### src/hdl/vaos_pkg.sv
package vaos_pkg;

   localparam int DEF_VOICES   = 16;
   localparam int DEF_AGE_BITS = 32;

   localparam int OP_BITS   = 3;
   localparam int NOTE_BITS = 7;
   localparam int FV_BITS   = 4;
   localparam int CHOSEN_BITS = 4;
   localparam int MASK_BITS   = 16;

   localparam int REQ_DATA_BITS = 16;
   localparam int RSP_DATA_BITS = 32;

   localparam int QUEUE_DEPTH = 2;

   localparam logic [OP_BITS-1:0] OP_NOTE_ON  = 3'd0;
   localparam logic [OP_BITS-1:0] OP_NOTE_OFF = 3'd1;
   localparam logic [OP_BITS-1:0] OP_ALL_OFF  = 3'd2;
   localparam logic [OP_BITS-1:0] OP_PLAY     = 3'd3;
   localparam logic [OP_BITS-1:0] OP_STOP     = 3'd4;
   localparam logic [OP_BITS-1:0] OP_FINISHED = 3'd5;

   typedef enum logic [2:0] {
      K_NOTE_ON,
      K_NOTE_OFF,
      K_ALL_OFF,
      K_PLAY,
      K_STOP,
      K_FINISHED,
      K_IGNORE,
      K_NOP
   } kind_type;

   typedef struct packed {
      kind_type               kind;
      logic [NOTE_BITS-1:0]   note;
      logic [FV_BITS-1:0]     fv;
   } cmd_type;

   typedef struct packed {
      logic                   playback_finished;
      logic                   primary_active;
      logic                   any_active;
      logic                   ignored;
      logic [MASK_BITS-1:0]   released_mask;
      logic                   stolen;
      logic                   chosen_valid;
      logic [CHOSEN_BITS-1:0] chosen_voice;
   } rsp_type;

endpackage

### src/hdl/vaos_front.sv
module vaos_front (
   input  logic                               clock,
   input  logic                               reset,
   input  logic                               req_tvalid,
   output logic                               req_tready,
   input  logic [vaos_pkg::REQ_DATA_BITS-1:0] req_tdata,
   input  logic                               csr_wr_en,
   input  logic                               csr_wr_data,
   output logic                               cmd_valid,
   input  logic                               cmd_ready,
   output vaos_pkg::cmd_type                  cmd
);

   localparam int PTR_BITS = $clog2(vaos_pkg::QUEUE_DEPTH);
   localparam int CNT_BITS = $clog2(vaos_pkg::QUEUE_DEPTH + 1);
   localparam logic [CNT_BITS-1:0] FULL = CNT_BITS'(vaos_pkg::QUEUE_DEPTH);

   logic                        sample_loaded_ff, sample_loaded_in;
   vaos_pkg::cmd_type           q_ff [vaos_pkg::QUEUE_DEPTH];
   logic [PTR_BITS-1:0]         wr_ptr_ff, wr_ptr_in;
   logic [PTR_BITS-1:0]         rd_ptr_ff, rd_ptr_in;
   logic [CNT_BITS-1:0]         cnt_ff, cnt_in;
   logic                        push, pop;
   logic [vaos_pkg::OP_BITS-1:0] op;
   vaos_pkg::cmd_type           classified;

   assign op = req_tdata[vaos_pkg::OP_BITS-1:0];

   always_comb begin
      classified.note = req_tdata[vaos_pkg::OP_BITS +: vaos_pkg::NOTE_BITS];
      classified.fv   = req_tdata[vaos_pkg::OP_BITS + vaos_pkg::NOTE_BITS +: vaos_pkg::FV_BITS];
      unique case (op)
         vaos_pkg::OP_NOTE_ON:
            classified.kind = sample_loaded_ff ? vaos_pkg::K_NOTE_ON : vaos_pkg::K_IGNORE;
         vaos_pkg::OP_PLAY:
            classified.kind = sample_loaded_ff ? vaos_pkg::K_PLAY : vaos_pkg::K_IGNORE;
         vaos_pkg::OP_NOTE_OFF: classified.kind = vaos_pkg::K_NOTE_OFF;
         vaos_pkg::OP_ALL_OFF:  classified.kind = vaos_pkg::K_ALL_OFF;
         vaos_pkg::OP_STOP:     classified.kind = vaos_pkg::K_STOP;
         vaos_pkg::OP_FINISHED: classified.kind = vaos_pkg::K_FINISHED;
         default:               classified.kind = vaos_pkg::K_NOP;
      endcase
   end

   assign req_tready = (cnt_ff != FULL);
   assign cmd_valid  = (cnt_ff != '0);
   assign cmd        = q_ff[rd_ptr_ff];
   assign push       = req_tvalid && req_tready;
   assign pop        = cmd_valid && cmd_ready;

   always_comb begin
      sample_loaded_in = csr_wr_en ? csr_wr_data : sample_loaded_ff;
      wr_ptr_in = push ? wr_ptr_ff + PTR_BITS'(1) : wr_ptr_ff;
      rd_ptr_in = pop ? rd_ptr_ff + PTR_BITS'(1) : rd_ptr_ff;
      cnt_in    = cnt_ff;
      if (push && !pop) begin
         cnt_in = cnt_ff + CNT_BITS'(1);
      end else if (pop && !push) begin
         cnt_in = cnt_ff - CNT_BITS'(1);
      end
   end

   always_ff @(posedge clock) begin
      if (reset) begin
         sample_loaded_ff <= 1'b0;
         wr_ptr_ff        <= '0;
         rd_ptr_ff        <= '0;
         cnt_ff           <= '0;
      end else begin
         sample_loaded_ff <= sample_loaded_in;
         wr_ptr_ff        <= wr_ptr_in;
         rd_ptr_ff        <= rd_ptr_in;
         cnt_ff           <= cnt_in;
      end
   end

   always_ff @(posedge clock) begin
      if (push) begin
         q_ff[wr_ptr_ff] <= classified;
      end
   end

endmodule

### src/hdl/vaos_back.sv
module vaos_back #(
   parameter int VOICES   = vaos_pkg::DEF_VOICES,
   parameter int AGE_BITS = vaos_pkg::DEF_AGE_BITS
) (
   input  logic              clock,
   input  logic              reset,
   input  logic              cmd_valid,
   output logic              cmd_ready,
   input  vaos_pkg::cmd_type cmd,
   output logic              rsp_valid,
   input  logic              rsp_ready,
   output vaos_pkg::rsp_type rsp_data
);

   localparam int VIDX = (VOICES > 1) ? $clog2(VOICES) : 1;
   localparam logic [VIDX-1:0]     LAST    = VIDX'(VOICES - 1);
   localparam logic [AGE_BITS-1:0] AGE_MAX = '1;

   typedef enum logic [3:0] {
      S_IDLE   = 4'b0001,
      S_EXEC   = 4'b0010,
      S_SCAN   = 4'b0100,
      S_COMMIT = 4'b1000
   } state_type;

   state_type                       state_ff, state_in;
   vaos_pkg::cmd_type               item_ff, item_in;
   logic [VOICES-1:0]               active_ff, active_in;
   logic [VOICES-1:0]               primary_ff, primary_in;
   logic [vaos_pkg::NOTE_BITS-1:0]  note_ff [VOICES];
   logic [vaos_pkg::NOTE_BITS-1:0]  note_in [VOICES];
   logic [AGE_BITS-1:0]             age_cnt_ff, age_cnt_in;
   logic [VIDX-1:0]                 scan_idx_ff, scan_idx_in;
   logic                            iss_ff, iss_in;
   logic [VIDX-1:0]                 cmp_idx_ff, cmp_idx_in;
   logic                            cmp_vld_ff, cmp_vld_in;
   logic [VIDX-1:0]                 best_idx_ff, best_idx_in;
   logic [AGE_BITS-1:0]             best_age_ff, best_age_in;
   logic [VIDX-1:0]                 first_ff, first_in;
   logic                            rsp_valid_ff, rsp_valid_in;
   vaos_pkg::rsp_type               rsp_ff, rsp_in;

   logic [AGE_BITS-1:0]             age_mem [VOICES];
   logic [AGE_BITS-1:0]             age_rd_ff;
   logic                            age_we;
   logic [VIDX-1:0]                 age_wa;
   logic [AGE_BITS-1:0]             age_next;

   logic                            out_free;
   logic                            first_cur;
   logic [VOICES-1:0]               idle_vec;
   logic                            free_found;
   logic [VIDX-1:0]                 free_idx;
   logic                            need_steal;
   logic                            take;
   logic                            do_exec;
   logic                            steal;
   logic [VIDX-1:0]                 pick;
   logic [VOICES-1:0]               rel;

   assign out_free  = !rsp_valid_ff || rsp_ready;
   assign first_cur = active_ff[0] && primary_ff[0];
   assign age_next  = (age_cnt_ff != AGE_MAX) ? age_cnt_ff + AGE_BITS'(1) : age_cnt_ff;
   assign take      = (cmp_idx_ff == first_ff) || (age_rd_ff < best_age_ff);

   always_comb begin
      idle_vec    = ~active_ff;
      idle_vec[0] = idle_vec[0] && !first_cur;
      free_found  = 1'b0;
      free_idx    = '0;
      for (int i = VOICES - 1; i >= 0; i--) begin
         if (idle_vec[i]) begin
            free_found = 1'b1;
            free_idx   = VIDX'(i);
         end
      end
   end

   assign need_steal = (item_ff.kind == vaos_pkg::K_NOTE_ON) && !free_found;

   always_comb begin
      state_in     = state_ff;
      item_in      = item_ff;
      active_in    = active_ff;
      primary_in   = primary_ff;
      note_in      = note_ff;
      age_cnt_in   = age_cnt_ff;
      scan_idx_in  = scan_idx_ff;
      iss_in       = iss_ff;
      cmp_idx_in   = cmp_idx_ff;
      cmp_vld_in   = 1'b0;
      best_idx_in  = best_idx_ff;
      best_age_in  = best_age_ff;
      first_in     = first_ff;
      rsp_valid_in = rsp_valid_ff && !rsp_ready;
      rsp_in       = rsp_ff;
      cmd_ready    = 1'b0;
      do_exec      = 1'b0;
      steal        = 1'b0;
      pick         = free_idx;
      age_we       = 1'b0;
      age_wa       = '0;
      rel          = '0;

      unique case (state_ff)
         S_IDLE: begin
            cmd_ready = 1'b1;
            if (cmd_valid) begin
               item_in  = cmd;
               state_in = S_EXEC;
            end
         end
         S_EXEC: begin
            if (need_steal) begin
               first_in    = VIDX'(first_cur);
               scan_idx_in = VIDX'(first_cur);
               iss_in      = 1'b1;
               state_in    = S_SCAN;
            end else if (out_free) begin
               do_exec  = 1'b1;
               state_in = S_IDLE;
            end
         end
         S_SCAN: begin
            if (iss_ff) begin
               cmp_idx_in = scan_idx_ff;
               cmp_vld_in = 1'b1;
               if (scan_idx_ff == LAST) begin
                  iss_in = 1'b0;
               end else begin
                  scan_idx_in = scan_idx_ff + VIDX'(1);
               end
            end
            if (cmp_vld_ff) begin
               if (take) begin
                  best_idx_in = cmp_idx_ff;
                  best_age_in = age_rd_ff;
               end
               if (cmp_idx_ff == LAST) begin
                  state_in = S_COMMIT;
               end
            end
         end
         S_COMMIT: begin
            pick  = best_idx_ff;
            steal = 1'b1;
            if (out_free) begin
               do_exec  = 1'b1;
               state_in = S_IDLE;
            end
         end
         default: state_in = S_IDLE;
      endcase

      if (do_exec) begin
         rsp_in = '0;
         unique case (item_ff.kind)
            vaos_pkg::K_NOTE_ON: begin
               active_in[pick]  = 1'b1;
               primary_in[pick] = 1'b0;
               note_in[pick]    = item_ff.note;
               age_cnt_in       = age_next;
               age_we           = 1'b1;
               age_wa           = pick;
               rsp_in.chosen_voice = vaos_pkg::CHOSEN_BITS'(pick);
               rsp_in.chosen_valid = 1'b1;
               rsp_in.stolen       = steal;
            end
            vaos_pkg::K_PLAY: begin
               rsp_in.stolen       = active_ff[0];
               rsp_in.chosen_valid = 1'b1;
               active_in[0]        = 1'b1;
               primary_in[0]       = 1'b1;
               age_cnt_in          = age_next;
               age_we              = 1'b1;
            end
            vaos_pkg::K_NOTE_OFF: begin
               for (int i = 0; i < VOICES; i++) begin
                  rel[i] = active_ff[i] && !primary_ff[i] && (note_ff[i] == item_ff.note);
               end
            end
            vaos_pkg::K_ALL_OFF: rel = active_ff;
            vaos_pkg::K_STOP:    rel = active_ff & primary_ff;
            vaos_pkg::K_FINISHED: begin
               for (int i = 0; i < VOICES; i++) begin
                  if ((int'(item_ff.fv) == i) && active_ff[i]) begin
                     active_in[i]  = 1'b0;
                     primary_in[i] = 1'b0;
                     if (i == 0) begin
                        rsp_in.playback_finished = primary_ff[0];
                     end
                  end
               end
            end
            vaos_pkg::K_IGNORE: rsp_in.ignored = 1'b1;
            vaos_pkg::K_NOP: ;
            default: ;
         endcase
         rsp_in.released_mask  = vaos_pkg::MASK_BITS'(rel);
         rsp_in.any_active     = |active_in;
         rsp_in.primary_active = active_in[0] && primary_in[0];
         rsp_valid_in          = 1'b1;
      end
   end

   always_ff @(posedge clock) begin
      if (reset) begin
         state_ff     <= S_IDLE;
         active_ff    <= '0;
         primary_ff   <= '0;
         age_cnt_ff   <= '0;
         iss_ff       <= 1'b0;
         cmp_vld_ff   <= 1'b0;
         rsp_valid_ff <= 1'b0;
      end else begin
         state_ff     <= state_in;
         active_ff    <= active_in;
         primary_ff   <= primary_in;
         age_cnt_ff   <= age_cnt_in;
         iss_ff       <= iss_in;
         cmp_vld_ff   <= cmp_vld_in;
         rsp_valid_ff <= rsp_valid_in;
      end
   end

   always_ff @(posedge clock) begin
      item_ff     <= item_in;
      note_ff     <= note_in;
      scan_idx_ff <= scan_idx_in;
      cmp_idx_ff  <= cmp_idx_in;
      best_idx_ff <= best_idx_in;
      best_age_ff <= best_age_in;
      first_ff    <= first_in;
      rsp_ff      <= rsp_in;
   end

   always_ff @(posedge clock) begin
      if (age_we) begin
         age_mem[age_wa] <= age_next;
      end
      age_rd_ff <= age_mem[scan_idx_ff];
   end

   assign rsp_valid = rsp_valid_ff;
   assign rsp_data  = rsp_ff;

endmodule

### src/hdl/voice_allocator_oldest_steal_top.sv
// Channel   Dir  Transfer when         Payload
// req_*     in   tvalid && tready      operation, note, finished_voice
// rsp_*     out  tvalid && tready      one result per request
// csr_*     in   wr_en high            sample_loaded
//
// The executor takes a queued transfer while idle and executes it once the result
// register is free; it takes no new transfer before the last one is executed.
// A note-on with no idle voice first scans the age memory one voice per cycle,
// skipping voice 0 while it is primary, and steals the voice with the lowest age.
// Reset clears all voices, the age counter, the queue and the result valid flag.
// A stalled result holds the executor; the two-entry queue accepts until full.
module voice_allocator_oldest_steal_top #(
   parameter int VOICES   = vaos_pkg::DEF_VOICES,
   parameter int AGE_BITS = vaos_pkg::DEF_AGE_BITS
) (
   input  logic                               clock,
   input  logic                               reset,
   input  logic                               req_tvalid,
   output logic                               req_tready,
   // operation[2:0], note[9:3], finished_voice[13:10], zero[15:14]
   input  logic [vaos_pkg::REQ_DATA_BITS-1:0] req_tdata,
   output logic                               rsp_tvalid,
   input  logic                               rsp_tready,
   // chosen_voice[3:0], chosen_valid[4], stolen[5], released_mask[21:6],
   // ignored[22], any_active[23], primary_active[24], playback_finished[25], zero[31:26]
   output logic [vaos_pkg::RSP_DATA_BITS-1:0] rsp_tdata,
   input  logic                               csr_wr_en,
   input  logic                               csr_wr_data
);

   logic              cmd_valid;
   logic              cmd_ready;
   vaos_pkg::cmd_type cmd;
   vaos_pkg::rsp_type rsp_data;

   vaos_front u_front (
      .clock       (clock),
      .reset       (reset),
      .req_tvalid  (req_tvalid),
      .req_tready  (req_tready),
      .req_tdata   (req_tdata),
      .csr_wr_en   (csr_wr_en),
      .csr_wr_data (csr_wr_data),
      .cmd_valid   (cmd_valid),
      .cmd_ready   (cmd_ready),
      .cmd         (cmd)
   );

   vaos_back #(
      .VOICES   (VOICES),
      .AGE_BITS (AGE_BITS)
   ) u_back (
      .clock     (clock),
      .reset     (reset),
      .cmd_valid (cmd_valid),
      .cmd_ready (cmd_ready),
      .cmd       (cmd),
      .rsp_valid (rsp_tvalid),
      .rsp_ready (rsp_tready),
      .rsp_data  (rsp_data)
   );

   assign rsp_tdata = vaos_pkg::RSP_DATA_BITS'(rsp_data);

   a_stolen_needs_choice: assert property (@(posedge clock) disable iff (reset)
      rsp_tvalid && rsp_data.stolen |-> rsp_data.chosen_valid)
      else $error("stolen without an assigned voice");

   a_choice_excludes_release: assert property (@(posedge clock) disable iff (reset)
      rsp_tvalid && rsp_data.chosen_valid |-> rsp_data.released_mask == '0 && !rsp_data.ignored)
      else $error("assignment mixed with release or ignore");

   a_primary_implies_any: assert property (@(posedge clock) disable iff (reset)
      rsp_tvalid && rsp_data.primary_active |-> rsp_data.any_active)
      else $error("primary active while no voice active");

   a_finish_clears_primary: assert property (@(posedge clock) disable iff (reset)
      rsp_tvalid && rsp_data.playback_finished |-> !rsp_data.primary_active)
      else $error("primary still active after playback finished");

endmodule
### config.mk
export PLATFORM = sky130hd
export DESIGN_NAME = voice_allocator_oldest_steal_top
export DESIGN_NICKNAME = d
export VERILOG_FILES = /design/src/hdl/vaos_pkg.sv /design/src/hdl/vaos_front.sv /design/src/hdl/vaos_back.sv /design/src/hdl/voice_allocator_oldest_steal_top.sv
export SDC_FILE = /design/constraint.sdc
export NUM_CORES = 1
export LEC_CHECK = 0
export CAP_MARGIN = 0
export CORE_ASPECT_RATIO = 0.6
export CORE_MARGIN = 2
export CORE_UTILIZATION = 57
export DETAILED_ROUTE_END_ITERATION = 16
export DONT_BUFFER_PORTS = 1
export GPL_TIMING_DRIVEN = 0
export PLACE_DENSITY = 0.81
export SYNTH_ARGS = -nofsm -noshare
export SYNTH_HDL_FRONTEND = slang
export SYNTH_SLANG_ARGS = --single-unit
### constraint.sdc
create_clock -name clock -period 4.5 [get_ports clock]
set_input_delay 0.45 -clock clock [delete_from_list [all_inputs] [get_ports clock]]
set_output_delay 0.45 -clock clock [all_outputs]
set_load 0.02 [all_outputs]
==> results.md, run 1 <==
* Layout cells sized above 1 at 0.179
* I/O Pins at 56
* Synthesized area at 0.0342 mm²
* Initial Utilization at 0.577
* Largest net degree at the start of global routing at 36
* Net Sw Frac at 0.248
* First drt pass iteration count at 7
* Initial antenna violation count at 0
* Vias/cell at 6.51
* CP required at 4.86 ns
* Distinct cells, synth at 91
* Sequential share of power at 0.538
* Crit-path max cell delay at 0.60 ns
* Die footprint at 0.0620 mm²
* Slew Viols, Final at 0
* First-pass GRT wire length at 127 mm
* Vias at 19,200
* Wire length per cell at 29.7 µm
* Period Utilization, post-route at 0.943
* EDFF count, synth at 737
* # rows at 69
* Post-synthesis sequential area ratio at 0.710
* Post-Syn Instances at 1,986
* IO buf count at 0
* Static leakage at 13.0 nW
* Post-route ant nets at 0
* CTS Root Cell: clkbuf_16
* Critical Path Fanout Max at 35
* Final Hold Vio Count at 0
* Setup crit start kind: flip-flop
* Remaining DRCs at 0
* Routed WL at 87.6 mm
* Setup Crit Path Kind: flip-flop to flip-flop
* Post-Syn Area per Cell at 17.2 µm²
* Storage cell area at 0.0243 mm²
* CTS Buf Count at 74
* Clock slew seen by the registers of the worst setup and hold paths at 0.07 ns
* P&R area growth vs syn at 11.6%
* Chip Height at 194 µm
* FF+latch count, synth at 845
* Switching pwr at 0.00418 W
* Synth warnings at 0
* CTS tree: built
* Clock share of power at 0.367
* Final setup fails at 0
* Detailed Route Iter0 Violations at 2,814
* Number of global-route vias before repair at 19,000
* Hold_ws at 0.0701 ns
* Post-synthesis async set-or-reset flop share at 0
* Max_slew headroom at 0.0714
* F_max at 236 MHz
* Total power draw at 0.0169 W
* Die width at 320 µm
* Total of max-cap violations at 0
* PwrDens at 442 mW/mm²
* Longest Clk Path Bufs at 3
* Fin crit period at 4.24 ns
* RD Place Congestion at 0.970
* Area of the multi-input gates at 0.00930 mm²
* CTS HTree Levels at 3
* Maximum VDD drop at 324 µV
* Nets at 2,156
* Clk_skew at 0.0359 ns
* Post-DP HPWL at 57.0 mm
* Top-count cell post-synth: edfxtp_1
* Synth top area cells: edfxtp_1 (65%), mux4_2 (11%), dfxtp_1 (6.3%)
* All-Layer GR Usage at 0.286
* Worst Path Arrival at 4.60 ns
* Filler Cell Count at 3,948
* Clock Sinks at 845
* Postcts setup bufs at 0
* Status: completed
* Critical path, cell by cell: nand4_1 > nor3_1 > a311oi_2 > o211ai_2 > inv_1 > clkbuf_4 > nand3_1 > inv_2 > buf_12
* Internal at 0.0127 W
* Largest area contributor in the netlist: edfxtp_1
* Slowest cell on crit path: dfxtp_1
* Worst hold-check path type: primary input to flip-flop
* Least-Margin Pin Slew at 1.39 ns
* RSZ-0062 raised after global routing: no
* Post-synth top area share at 0.647
* Clk Latency, worst-skew pair at 0.64 ns
* Top_reg_cell synth: edfxtp_1
* Grt total ovfl at 0
* Core Box Area at 0.0592 mm²
* Combinational fraction of design power at 0.095
* Critical path endpoint category: flip-flop
* List of most frequent post-synthesis cells: edfxtp_1 (737), mux4_2 (160), dfxtp_1 (108)
==> flip-flops by register name (all words and copies together), names as in the netlist, 14 cells and up <==
register / cells
u_back.age_cnt_ff: 32
u_back.primary_ff: 16
u_back.note_ff: 112
u_back.age_mem: 512
u_back.item_ff: 14
u_front.q_ff: 28
u_back.best_age_ff: 32
u_back.rsp_data: 26
u_back.active_ff: 16
u_back.age_rd_ff: 32
==> power by group through the flow <==
| stage | clock network, W | registers [W] | logic (W) |
|---|---|---|---|
| finish | 0.00619 | 0.00906 | 0.00160 |
| floorplan | 0 | 0.00903 | 0.00109 |
| CTS | 0.00625 | 0.00905 | 0.00156 |
| detailed placement | 0 | 0.00922 | 0.00153 |
| global placement | 0 | 0.00920 | 0.00148 |
| global route | 0.00654 | 0.00907 | 0.00171 |
==> placed cells by master, fill, tap and decap left out, types with 15 or more instances in the layout <==
master     count
inv_1         56
nand2_1       71
mux2_2        15
and2_1        17
ha_1          34
xor2_1        85
a21oi_1       69
o21ai_0       30
buf_2         15
nand4_1       30
mux4_2       160
nor3_1        39
xnor2_1       84
buf_1         15
clkbuf_1      81
dfxtp_1      108
nor2_1        90
clkbuf_16     75
edfxtp_1     737
nand3_1       27
==> critical path, delay by kind of cell, from the launching register on <==
kind | cells | cell delay (ns)
compound gates | 2 | 0.78
buf+inv | 4 | 1.36
simple gates | 3 | 1.18
flops | 1 | 0.60
==> what timing repair did <==
action                                  in CTS  in global routing
endpoints found under the setup margin       0                 61
hold endpoints to repair                    24                  0
resized for setup                            0                  1
hold buffers                                14                  0
==> routing by layer <==
metal / routed length, µm / vias up / share of wire / track usage
met5: 0 / - / 0 / 0
met4: 1330 / 0 / 0.015 / 0.0544
met3: 11700 / 122 / 0.13 / 0.0893
met2: 38400 / 1229 / 0.44 / 0.412
met1: 36100 / 9836 / 0.41 / 0.436
li1: - / 7966 / - / -
==> layout make-up <==
type                    count  area share
diodes                      1   0.0000656
plain buffers             104      0.0126
clock buffers             105      0.0540
clock inverters            33     0.00686
inverters                  68     0.00669
multi-input cells         974       0.244
flip-flops and latches    845       0.637
well taps                 781      0.0256
repair buffers             33      0.0135
==> logic make-up (layout without fill, tap and decap cells) <==
kind of cell / count (synthesis) / count (layout) / synth area share
and+or+nand+nor: 378 / 378 / 0.0595
other: 1 / 7 / 0.000110
AOI/OAI and AO/OA: 204 / 204 / 0.0404
adders and majority gates: 34 / 34 / 0.0124
xor gates and xnor gates: 175 / 175 / 0.0448
buffers and inverters: 172 / 343 / 0.0214
DFF: 845 / 845 / 0.710
muxes: 177 / 177 / 0.111
==> path summary, 6_finish.rpt <==
check	cells past startpoint	slack (ns)	endpoint	startpoint
max reg2reg	9	0.26	u_back.age_mem[2][5]$_DFFE_PP_	u_back.active_ff[14]$_SDFFE_PP0P_
min reg2reg	0	0.43	u_back.best_age_ff[0]$_DFFE_PP_	u_back.age_rd_ff[0]$_DFF_P_
min	3	0.07	u_back.state_ff[3]$_SDFFE_PP0P_	rsp_tready
max	9	0.26	u_back.age_mem[2][5]$_DFFE_PP_	u_back.active_ff[14]$_SDFFE_PP0P_
==> metrics by stage <==
stage	instance area (µm²)	utilization	setup TNS, ns	setup WS [ns]	instances
after floorplan	34200	-	0	0.684	1991
after global placement	35200	0.594	-324.70	-2.09	2772
after detailed placement	35600	0.601	0	0.242	2791
after CTS	38100	0.643	0	0.187	2943
after global routing	38100	0.644	0	0.148	2943
final	38100	0.644	0	0.257	2944
Note: power is estimated with default switching activity, not from simulation.
==> run 2, diff against run 1 <==
--- a/config.mk
+++ b/config.mk
@@ -5,13 +5,14 @@
 export SDC_FILE = /design/constraint.sdc
 export NUM_CORES = 1
 export LEC_CHECK = 0
-export CAP_MARGIN = 0
+export CAP_MARGIN = 20
 export CORE_ASPECT_RATIO = 0.6
 export CORE_MARGIN = 2
 export CORE_UTILIZATION = 57
 export DETAILED_ROUTE_END_ITERATION = 16
 export DONT_BUFFER_PORTS = 1
 export GPL_TIMING_DRIVEN = 0
+export HOLD_SLACK_MARGIN = 0.1
 export PLACE_DENSITY = 0.81
 export SYNTH_ARGS = -nofsm -noshare
 export SYNTH_HDL_FRONTEND = slang
==> results.md, run 2 (synthesis gave the netlist of run 1 again) <==
* Vias/cell at 6.50 (was 6.51)
* Remaining DRCs at 0 (unchanged)
* Largest net degree at the start of global routing at 36 (unchanged)
* Area of the multi-input gates at 0.00930 mm² (about the same)
* P&R area growth vs syn at 12.7% (was 11.6%)
* I/O Pins at 56 (unchanged)
* RD Place Congestion at 0.970 (unchanged)
* Least-Margin Pin Slew at 1.17 ns (was 1.39 ns)
* GR Layer Usage met1 at 0.447 (was 0.436)
* Met2 usage in global routing at 0.402 (was 0.412)
* Final Hold Vio Count at 0 (unchanged)
* Max reg flops at 512 (unchanged)
* Commonest non-fill, non-tap cells in the layout: edfxtp_1 (737), mux4_2 (160), dfxtp_1 (108) (unchanged)
* Clk Latency, worst-skew pair at 0.65 ns (was 0.64 ns)
* Layout cells sized above 1 at 0.192 (was 0.179)
* Grt total ovfl at 0 (unchanged)
* Hold_sp: req_tdata[0] (was rsp_tready)
* Detailed Route Iter0 Violations at 2,795 (was 2,814)
* Vias at 19,300 (was 19,200)
* Clk_skew at 0.0300 ns (was 0.0359 ns)
* Initial Utilization at 0.577 (unchanged)
* Max_slew headroom at 0.221 (was 0.0714)
* CTS tree: built (unchanged)
* Nets at 2,188 (was 2,156)
* F_max at 238 MHz (was 236 MHz)
* Chip Height at 194 µm (unchanged)
* Slew Viols, Final at 0 (unchanged)
* Worst R2R Start: u_back.active_ff[14]$_SDFFE_PP0P_ (unchanged)
* Status: completed (unchanged)
* # rows at 69 (unchanged)
* Initial antenna violation count at 3 (was 0)
* Total power draw at 0.0169 W (about the same)
* Wire length per cell at 29.5 µm (was 29.7 µm)
* Setup crit start kind: flip-flop (unchanged)
* Non-filler cells in the finished layout at 2,975 (was 2,944)
* Longest Clk Path Bufs at 3 (unchanged)
* Worst hold-check path type: primary input to flip-flop (unchanged)
* Critical Path Fanout Max at 35 (unchanged)
* RSZ-0062 raised after global routing: no (unchanged)
* IO buf count at 0 (unchanged)
* Hold_ws at 0.117 ns (was 0.0701 ns)
* Top reg by flops: u_back.age_mem (unchanged)
* CTS Root Cell: clkbuf_16 (unchanged)
* Clock Sinks at 845 (unchanged)
* PwrDens at 439 mW/mm² (was 442 mW/mm²)
* Routed WL at 87.9 mm (was 87.6 mm)
* Hold Path Stages at 1 (was 3)
* Period Utilization, post-route at 0.935 (was 0.943)
* First-pass GRT wire length at 127 mm (about the same)
* Number of global-route vias before repair at 19,000 (about the same)
* Post-route ant nets at 0 (unchanged)
* Clock slew seen by the registers of the worst setup and hold paths at 0.06 ns (was 0.07 ns)
* Fin crit period at 4.21 ns (was 4.24 ns)
* R2r endpoint: u_back.age_mem[2][29]$_DFFE_PP_ (was u_back.age_mem[2][5]$_DFFE_PP_)
* Storage cell area at 0.0243 mm² (unchanged)
* Critical path endpoint category: flip-flop (unchanged)
* CP required at 4.85 ns (was 4.86 ns)
* Die footprint at 0.0620 mm² (unchanged)
* Biggest regs: u_back.age_mem: 512 flops, u_back.note_ff: 112 flops (unchanged)
* Placed cells at 2,800 (was 2,791)
* Setup Crit Path Kind: flip-flop to flip-flop (unchanged)
* All-Layer GR Usage at 0.286 (about the same)
* Post-DP HPWL at 57.6 mm (was 57.0 mm)
* Hold EP: u_front.q_ff[0][11]$_DFFE_PP_ (was u_back.state_ff[3]$_SDFFE_PP0P_)
* Postcts setup bufs at 0 (unchanged)
* Core Box Area at 0.0592 mm² (unchanged)
* CTS HTree Levels at 3 (unchanged)
* Worst Path Arrival at 4.56 ns (was 4.60 ns)
* Die width at 320 µm (unchanged)
* Total of max-cap violations at 0 (unchanged)
* First drt pass iteration count at 6 (was 7)
* Maximum VDD drop at 336 µV (was 324 µV)
* GRT Max-Usage Layer: met1 (unchanged)
* Reg2reg setup slack at 0.29 ns (was 0.26 ns)
* Final setup fails at 0 (unchanged)
* FF-to-FF path depth at 9 (unchanged)
* Commonest non-fill, non-tap cell in the layout: edfxtp_1 (unchanged)
* CTS Buf Count at 75 (was 74)
* Filler Cell Count at 3,914 (was 3,948)
* Static leakage at 13.2 nW (was 13.0 nW)
* GR Layer Usage met3 at 0.0788 (was 0.0893)
run 2: layout make-up:
cell class              count  share of cell area
flip-flops and latches    845               0.630
multi-input cells         974               0.241
clock buffers             100              0.0533
well taps                 781              0.0254
repair buffers             64              0.0223
plain buffers             104              0.0124
clock inverters            38             0.00834
inverters                  68             0.00662
diodes                      1           0.0000649
run 2: worst max-delay path by stage:
stage,from,to,slack (ns),cells past startpoint
after global routing,u_back.best_age_ff[17]$_DFFE_PP_,u_back.best_age_ff[4]$_DFFE_PP_,0.20,11
final,u_back.active_ff[14]$_SDFFE_PP0P_,u_back.age_mem[2][29]$_DFFE_PP_,0.29,9
after detailed placement,u_back.item_ff[11]$_DFFE_PP_,u_back.age_mem[2][7]$_DFFE_PP_,0.22,9
after global placement,u_back.active_ff[14]$_SDFFE_PP0P_,u_back.age_mem[1][8]$_DFFE_PP_,-2.09,8
after floorplan,u_back.active_ff[0]$_SDFFE_PP0P_,u_back.age_mem[1][0]$_DFFE_PP_,0.68,9
after CTS,u_back.item_ff[11]$_DFFE_PP_,u_back.age_mem[2][29]$_DFFE_PP_,0.20,9
run 2: per-layer routing:
layer / vias up / wire, µm / share of wire
met4: 4 / 1750 / 0.020
li1: 8014 / - / -
met1: 9853 / 35800 / 0.41
met2: 1308 / 37900 / 0.43
met3: 146 / 12400 / 0.14
met5: - / 38 / 0.00043
run 2: critical path: stages, from the launching register on:
cell and delay [ns]:
dfxtp_1 0.60, nand4_1 0.18, nor3_1 0.46, a311oi_2 0.23, o211ai_2 0.54, inv_1 0.36
clkbuf_4 0.47, nand3_1 0.53, inv_2 0.26, buf_12 0.26
run 2: power by group:
| part | internal [W] | leakage [nW] | total (W) | switching (W) |
|---|---|---|---|---|
| combinational | 0.000536 | 4.15 | 0.00159 | 0.00106 |
| sequential | 0.00874 | 7.93 | 0.00906 | 0.000317 |
| clock | 0.00338 | 1.17 | 0.00626 | 0.00288 |
run 2: repair_timing:
action                     in CTS  in global routing
setup endpoints to repair       0                 42
resized for setup               0                  1
hold buffers                   16                  0
hold endpoints to repair       33                  0
run 2: metrics by stage:
step,setup TNS (ns),utilization,setup WS (ns),cell area [µm²]
after floorplan,0,-,0.684,34200
after global placement,-324.70,0.594,-2.09,35200
after detailed placement,0,0.603,0.222,35700
after CTS,0,0.646,0.197,38300
after global routing,0,0.651,0.196,38500
final,0,0.651,0.294,38500
